--- src/sv/hrbe_pkg.sv ---
package hrbe_pkg;

  localparam int unsigned PREFIX_LEN    = 15;
  localparam int unsigned PREFIX_ENDED  = 16;
  localparam int unsigned MATCH_W       = 5;
  localparam int unsigned RUN_W         = 3;
  localparam int unsigned VALUE_W       = 32;

  localparam logic [RUN_W-1:0] BREAK_RUN_END = 3'd4;

  localparam logic REQ_BYTE    = 1'b0;
  localparam logic REQ_RESTART = 1'b1;

  localparam logic [7:0] CHAR_CR   = 8'h0d;
  localparam logic [7:0] CHAR_LF   = 8'h0a;
  localparam logic [7:0] CHAR_NUL  = 8'h00;
  localparam logic [7:0] CHAR_0    = 8'h30;
  localparam logic [7:0] CHAR_9    = 8'h39;
  localparam logic [7:0] CHAR_UP_A = 8'h41;
  localparam logic [7:0] CHAR_UP_Z = 8'h5a;
  localparam logic [7:0] CASE_GAP  = 8'h20;

  typedef enum logic [1:0] {
    PH_HEADER = 2'd0,
    PH_BODY   = 2'd1,
    PH_DONE   = 2'd2
  } phase_t;

  typedef struct packed {
    logic       req_type;
    logic [7:0] byte_in;
  } beat_t;

  typedef struct packed {
    logic       body_valid;
    logic [7:0] body_byte;
    logic       body_last;
    logic [1:0] phase;
    logic       length_seen;
  } result_t;

  // "content-length:" in lower case
  function automatic logic [7:0] prefix_char(input logic [3:0] idx);
    logic [7:0] ch;
    case (idx)
      4'd0:    ch = 8'h63;
      4'd1:    ch = 8'h6f;
      4'd2:    ch = 8'h6e;
      4'd3:    ch = 8'h74;
      4'd4:    ch = 8'h65;
      4'd5:    ch = 8'h6e;
      4'd6:    ch = 8'h74;
      4'd7:    ch = 8'h2d;
      4'd8:    ch = 8'h6c;
      4'd9:    ch = 8'h65;
      4'd10:   ch = 8'h6e;
      4'd11:   ch = 8'h67;
      4'd12:   ch = 8'h74;
      4'd13:   ch = 8'h68;
      4'd14:   ch = 8'h3a;
      default: ch = 8'h00;
    endcase
    return ch;
  endfunction

  function automatic logic [7:0] fold_case(input logic [7:0] c);
    logic [7:0] r;
    r = c;
    if (c >= CHAR_UP_A && c <= CHAR_UP_Z) begin
      r = c + CASE_GAP;
    end
    return r;
  endfunction

endpackage

--- src/sv/hrbe_core.sv ---
module hrbe_core
  import hrbe_pkg::*;
#(
  parameter int unsigned LINE_CHARS = 128
) (
  input  logic    clk,
  input  logic    rst,
  input  logic    beat_valid,
  input  beat_t   beat,
  output result_t result
);

  localparam int unsigned LC_W = $clog2(LINE_CHARS + 1);
  localparam logic [LC_W-1:0] LC_MAX = LC_W'(LINE_CHARS);

  phase_t               phase, phase_next;
  logic [RUN_W-1:0]     line_break_run, line_break_run_next;
  logic [LC_W-1:0]      line_chars, line_chars_next;
  logic [MATCH_W-1:0]   prefix_matched, prefix_matched_next;
  logic                 prefix_failed, prefix_failed_next;
  logic [VALUE_W-1:0]   line_value, line_value_next;
  logic [VALUE_W-1:0]   remaining_length, remaining_length_next;
  logic                 length_flag, length_flag_next;

  logic                 is_restart;
  logic                 is_break;
  logic [RUN_W-1:0]     run_inc;
  logic                 run_end;
  logic [VALUE_W-1:0]   rem_dec;
  logic                 rem_zero;
  logic                 line_ok;
  logic                 is_digit;
  logic [7:0]           digit;

  assign is_restart = (beat.req_type == REQ_RESTART);
  assign is_break   = (beat.byte_in == CHAR_CR) || (beat.byte_in == CHAR_LF);
  assign run_inc    = line_break_run + RUN_W'(1);
  assign run_end    = (run_inc >= BREAK_RUN_END);
  assign rem_dec    = (remaining_length != '0) ? remaining_length - VALUE_W'(1)
                                               : remaining_length;
  assign rem_zero   = (rem_dec == '0);
  assign line_ok    = (line_chars != '0) && !prefix_failed &&
                      (prefix_matched >= MATCH_W'(PREFIX_LEN)) &&
                      (line_chars < LC_MAX);
  assign is_digit   = (beat.byte_in >= CHAR_0) && (beat.byte_in <= CHAR_9);
  assign digit      = beat.byte_in - CHAR_0;

  // phase sequencing
  always_comb begin
    phase_next = phase;
    if (beat_valid) begin
      if (is_restart) begin
        phase_next = PH_HEADER;
      end else begin
        unique case (phase)
          PH_HEADER: if (is_break && run_end) phase_next = PH_BODY;
          PH_BODY:   if (rem_zero) phase_next = PH_DONE;
          PH_DONE:   phase_next = PH_DONE;
          default:   phase_next = PH_HEADER;
        endcase
      end
    end
  end

  // line parser and length counter
  always_comb begin
    line_break_run_next   = line_break_run;
    line_chars_next       = line_chars;
    prefix_matched_next   = prefix_matched;
    prefix_failed_next    = prefix_failed;
    line_value_next       = line_value;
    remaining_length_next = remaining_length;
    length_flag_next      = length_flag;
    if (beat_valid) begin
      if (is_restart) begin
        line_break_run_next   = '0;
        line_chars_next       = '0;
        prefix_matched_next   = '0;
        prefix_failed_next    = 1'b0;
        line_value_next       = '0;
        remaining_length_next = '0;
        length_flag_next      = 1'b0;
      end else if (phase == PH_HEADER) begin
        if (is_break) begin
          if (run_end) begin
            line_break_run_next = BREAK_RUN_END;
          end else begin
            line_break_run_next = run_inc;
            if (line_ok) begin
              remaining_length_next = line_value;
              length_flag_next      = 1'b1;
            end
            line_chars_next     = '0;
            prefix_matched_next = '0;
            prefix_failed_next  = 1'b0;
            line_value_next     = '0;
          end
        end else begin
          line_break_run_next = '0;
          if (line_chars < LC_MAX) begin
            line_chars_next = line_chars + LC_W'(1);
          end
          if (!prefix_failed) begin
            if (prefix_matched < MATCH_W'(PREFIX_LEN)) begin
              if (fold_case(beat.byte_in) == prefix_char(prefix_matched[3:0])) begin
                prefix_matched_next = prefix_matched + MATCH_W'(1);
              end else begin
                prefix_failed_next = 1'b1;
              end
            end else if (prefix_matched == MATCH_W'(PREFIX_LEN)) begin
              if (beat.byte_in == CHAR_NUL) begin
                prefix_matched_next = MATCH_W'(PREFIX_ENDED);
              end else if (is_digit) begin
                line_value_next = (line_value << 3) + (line_value << 1) +
                                  {{(VALUE_W-8){1'b0}}, digit};
              end
            end
          end
        end
      end else if (phase == PH_BODY) begin
        remaining_length_next = rem_dec;
      end
    end
  end

  // result
  always_comb begin
    result.body_valid  = !is_restart && (phase == PH_BODY);
    result.body_byte   = result.body_valid ? beat.byte_in : 8'h00;
    result.body_last   = result.body_valid && rem_zero;
    result.phase       = phase_next;
    result.length_seen = length_flag_next;
  end

  always_ff @(posedge clk) begin
    if (rst) begin
      phase            <= PH_HEADER;
      line_break_run   <= '0;
      line_chars       <= '0;
      prefix_matched   <= '0;
      prefix_failed    <= 1'b0;
      line_value       <= '0;
      remaining_length <= '0;
      length_flag      <= 1'b0;
    end else begin
      phase            <= phase_next;
      line_break_run   <= line_break_run_next;
      line_chars       <= line_chars_next;
      prefix_matched   <= prefix_matched_next;
      prefix_failed    <= prefix_failed_next;
      line_value       <= line_value_next;
      remaining_length <= remaining_length_next;
      length_flag      <= length_flag_next;
    end
  end

endmodule

--- src/sv/http_response_body_extractor_unit.sv ---
// channel  | handshake                  | beat fields
// item     | item_valid / item_stall    | req_type, byte_in
// result   | result_valid / result_stall| body_valid, body_byte, body_last, phase, length_seen
//
// One beat per cycle while result_stall is low; the path is an input register, then
// parser state update and result register in the same cycle.
// Parser state advances only as a beat moves from the input register to the result.
// rst is synchronous: clears both stage valids and all parser state.
// result_stall holds both stages; item_stall rises only when both are full.
module http_response_body_extractor_unit
  import hrbe_pkg::*;
#(
  parameter int unsigned LINE_CHARS = 128
) (
  input  logic       clk,
  input  logic       rst,
  input  logic       item_valid,
  output logic       item_stall,
  input  logic       req_type,
  input  logic [7:0] byte_in,
  output logic       result_valid,
  input  logic       result_stall,
  output logic       body_valid,
  output logic [7:0] body_byte,
  output logic       body_last,
  output logic [1:0] phase,
  output logic       length_seen
);

  logic    in_full;
  beat_t   in_beat;
  logic    out_open;
  logic    advance;
  result_t core_result;
  result_t res;

  assign out_open   = !result_valid || !result_stall;
  assign advance    = in_full && out_open;
  assign item_stall = in_full && !out_open;

  hrbe_core #(
    .LINE_CHARS(LINE_CHARS)
  ) u_core (
    .clk       (clk),
    .rst       (rst),
    .beat_valid(advance),
    .beat      (in_beat),
    .result    (core_result)
  );

  always_ff @(posedge clk) begin
    if (rst) begin
      in_full      <= 1'b0;
      result_valid <= 1'b0;
    end else begin
      if (!item_stall) begin
        in_full <= item_valid;
      end
      if (out_open) begin
        result_valid <= advance;
      end
    end
  end

  always_ff @(posedge clk) begin
    if (item_valid && !item_stall) begin
      in_beat.req_type <= req_type;
      in_beat.byte_in  <= byte_in;
    end
    if (advance) begin
      res <= core_result;
    end
  end

  assign body_valid  = res.body_valid;
  assign body_byte   = res.body_byte;
  assign body_last   = res.body_last;
  assign phase       = res.phase;
  assign length_seen = res.length_seen;

endmodule

--- config.mk ---
export PLATFORM = sky130hd
export DESIGN_NAME = http_response_body_extractor_unit
export DESIGN_NICKNAME = d
export VERILOG_FILES = /design/src/sv/hrbe_pkg.sv /design/src/sv/hrbe_core.sv /design/src/sv/http_response_body_extractor_unit.sv
export SDC_FILE = /design/constraint.sdc
export NUM_CORES = 1
export LEC_CHECK = 0
export ABC_AREA = 1
export BUFFER_PORTS_ARGS = -buffer_cell sky130_fd_sc_hd__buf_2
export CAP_MARGIN = 30
export CORE_AREA = 2 2 151 109
export CTS_CLUSTER_SIZE = 25
export DETAILED_ROUTE_END_ITERATION = 6
export DIE_AREA = 0 0 153 111
export MAX_ROUTING_LAYER = met4
export PLACE_DENSITY = 0.71
export SYNTH_ARGS = -nofsm -noshare
export SYNTH_HDL_FRONTEND = slang
export SYNTH_SLANG_ARGS = --single-unit
--- constraint.sdc ---
create_clock -name clk -period 3.71 [get_ports clk]
set_input_delay 0.742 -clock clk [delete_from_list [all_inputs] [get_ports clk]]
set_output_delay 0.742 -clock clk [all_outputs]
set_load 0.01 [all_outputs]
==> results.json <==
{
  "status": "complete, no violations",
  "n_fill_cell": 1465,
  "wl_per_cell_um": 15.8,
  "synth-xor-area-share": 0.0426,
  "synth_edf_count": 22,
  "startpoint": "in_beat[4]",
  "dr.pass1.iters": 6,
  "hold_depth": 2,
  "yosys_register_bits": 115,
  "areaGrowthSynthToFinish_pct": 11.6,
  "maxCapViolations": 0,
  "fin_skew_ns": 0.0113,
  "cp_data_arrival_time_ns": 3.78,
  "antenna_found_initial": 0,
  "synth_top_area_cell": "dfxtp_1",
  "synth_cell_type_count": 50,
  "die_y_um": 111,
  "min_from": "u_core.line_value[3]",
  "cpPeakStageDelay_ns": 0.52,
  "start_util": 0.535,
  "synth-compound-area-share": 0.164,
  "ff2ff_setup_slack_ns": 0.21,
  "path_class": "reg2reg",
  "post-route-period-util": 0.943,
  "synth_top_family_by_area": "simple AND/OR/NAND/NOR gates",
  "worst_pin_slew_ns": 0.734,
  "yosysSeqAreaShare": 0.299,
  "detail-route-antenna-nets": 0,
  "clk-insertion-delay-late_ns": 0.43,
  "final_common_cell": "nand2_1",
  "synth_top_area_share": 0.221,
  "hold-worst-slack_ns": 0.464,
  "setup_viol": 0,
  "dr.first_iter.drc_count": 719,
  "dp_hpwl_um": 17100,
  "finalInstanceArea_sq_um": 9410,
  "final_nets": 1317,
  "slew_viol_final": 0,
  "crit_path_end_kind": "flip-flop",
  "cts_tree": "yes",
  "grt-ovfl-total": 0,
  "htreeDepth": 4,
  "fp-row-count": 39,
  "slowest_stage": "edfxtp_1",
  "synth_warnings": 0,
  "place_inst": 1415,
  "portBuffers": 27,
  "globalplace.congestion": 0.937,
  "reg2reg_to": "u_core.line_value[21]",
  "routed_wl_um": 23000,
  "diodes": 0,
  "drc": 0,
  "clock_sinks": 115,
  "async_flop_share": 0,
  "finalPower_mw": 3.85,
  "ioPinCount": 28,
  "worstPathRequired_ns": 4.00,
  "grt_first_pass_wirelength_um": 37400,
  "synthMuxAreaShare": 0,
  "crit_path_start_kind": "flip-flop",
  "final_cells": 1449,
  "grt_pass1_vias": 7172,
  "die_area_sq_um": 17000,
  "p_leak_nw": 4.46,
  "relSlewSlack": 0.510,
  "cp.depth": 15,
  "dr_total_vias": 8070,
  "ys.flop_type": "dfxtp_1",
  "synth_area_leaders": "dfxtp_1 22%, nand2_1 11%, ha_1 9.9%",
  "min_period_ns": 3.50,
  "cp_top_family": "adder cells",
  "path_max_fanout": 7,
  "avgSynthCellArea_sq_um": 7.00,
  "syn_inst": 1205,
  "p_per_area_nw_per_um2": 408,
  "clockBufferDepth": 2,
  "hp-class": "reg2reg",
  "critical_path_buf_inv_count": 1,
  "crit_path_frequent_cell": "nand2_1",
  "synth_fa_ha_area_frac": 0.114,
  "die_x_um": 153,
  "syn_area_sq_um": 8430,
  "clk_pin_slew_ns": 0.06,
  "synth-simple-area-share": 0.301,
  "clockRootBuffer": "clkbuf_16",
  "final_cell_mix": "249 x nand2_1, 146 x nor2_1, 132 x inv_1",
  "drive_gt1_frac": 0.109,
  "hold_end": "u_core.line_value[3]",
  "fmax_ghz": 0.286,
  "grt_start_max_net_pins": 58,
  "hold_violations": 0,
  "path_cells": "ha_1 -> xor2_1 -> fa_1 -> inv_1 -> ha_1 -> or2_2 -> nand2_1 -> o21ai_1 -> a21boi_0 -> o21ai_1 -> nand2_1 -> nand2_1 -> or2_1 -> nand3_1 -> a21oi_1",
  "ir_drop_mv": 0.237,
  "regToRegStartpoint": "in_beat[4]",
  "r2r_cells": 15,
  "coreArea_sq_um": 15800,
  "place_area_sq_um": 8750,
  "syn_nets": 1291,
  "cts-buffers-inserted": 17,
  "cts_hold_buf": 0,
  "post_drt_via_cell_ratio": 5.57,
  "grt_usage": 0.284
}
-- per-layer routing --
layer	global-route usage	vias up	wire length [um]
met2	0.348	325	8480
met3	0.0680	17	2110
met1	0.455	3656	12200
met5	-	-	0
li1	-	4072	-
met4	0.0654	0	204
-- state kept, by name (all words and copies together) (netlist names), named ones only --
register                 count
u_core.phase                 2
u_core.line_value           32
body_valid                   1
u_core.remaining_length     32
body_byte                    8
body_last                    1
length_seen                  1
u_core.line_break_run        3
u_core.prefix_failed         1
result_valid                 1
u_core.line_chars            8
u_core.prefix_matched        5
u_core.length_flag           1
in_full                      1
in_beat                      9
phase                        2
-- synth_stat cells (6+ instances only) --
cell,count
o21ai_0,43
edfxtp_1,22
nand2_1,250
nand2_2,8
ha_1,67
a21o_1,6
clkbuf_1,16
nor2_2,7
o21ai_1,11
a21boi_0,7
or2_2,17
a221oi_1,16
nor3_1,19
xor2_1,26
nand3_1,77
a21oi_1,117
buf_2,7
nand4_1,14
xnor2_1,15
fa_1,6
dfxtp_1,93
inv_2,12
nor2_4,6
a211oi_1,9
o211ai_1,8
nor2_1,146
inv_1,132
-- power by group --
group | switching [mW] | leakage (nW) | internal, mW
Sequential | 0.0456 | 0.966 | 1.32
Clock | 0.661 | 0.310 | 1.12
Combinational | 0.471 | 3.18 | 0.227
Total | 1.18 | 4.46 | 2.67
-- per-stage QoR --
step / utilization / setup TNS (ns) / worst slack, ns
finish: 0.597 / 0 / 0.213
global route: 0.597 / -0.0174 / -0.0174
CTS: 0.596 / 0 / 0.216
detailed placement: 0.555 / 0 / 0.233
global placement: 0.555 / 0 / 0.330
floorplan: - / 0 / 0.566
-- cells by family after synthesis --
logic type,Yosys count
flip-flops,115
buffers and inverters,174
AO/OA/AOI/OAI,236
XOR/XNOR,41
AND/OR/NAND/NOR,566
adder cells (fa/ha/maj),73
-- how the worst max path moves through the flow --
stage | to | slack [ns]
after detailed placement | u_core.line_value[21] | 0.23
final | u_core.line_value[21] | 0.21
after global placement | u_core.line_value[21] | 0.33
after global routing | u_core.line_value[22] | -0.02
after CTS | u_core.line_value[21] | 0.22
after floorplan | u_core.line_value[21] | 0.57
-- cell type report --
type	instances	area, sq um	share of cell area
clock buffer	21	504	0.0536
clock inverter	11	138	0.0146
inverter	145	544	0.0578
multi-input combinational	916	5250	0.557
sequential	115	2520	0.268
tap	205	256	0.0272
timing repair buffer	36	203	0.0215
-- worst reg2reg max path, cell delays in order, from the launching register on --
cell	delay, ns
edfxtp_1	0.52
ha_1	0.31
xor2_1	0.17
fa_1	0.48
inv_1	0.04
ha_1	0.31
or2_2	0.28
nand2_1	0.12
o21ai_1	0.14
a21boi_0	0.37
o21ai_1	0.14
nand2_1	0.08
nand2_1	0.05
or2_1	0.21
nand3_1	0.07
a21oi_1	0.06
-- repair_timing --
item,in CTS,in global routing
buffers inserted,0,2
setup endpoints to repair,0,4
resized for setup,0,4
Power figures use the tool's default switching activity.
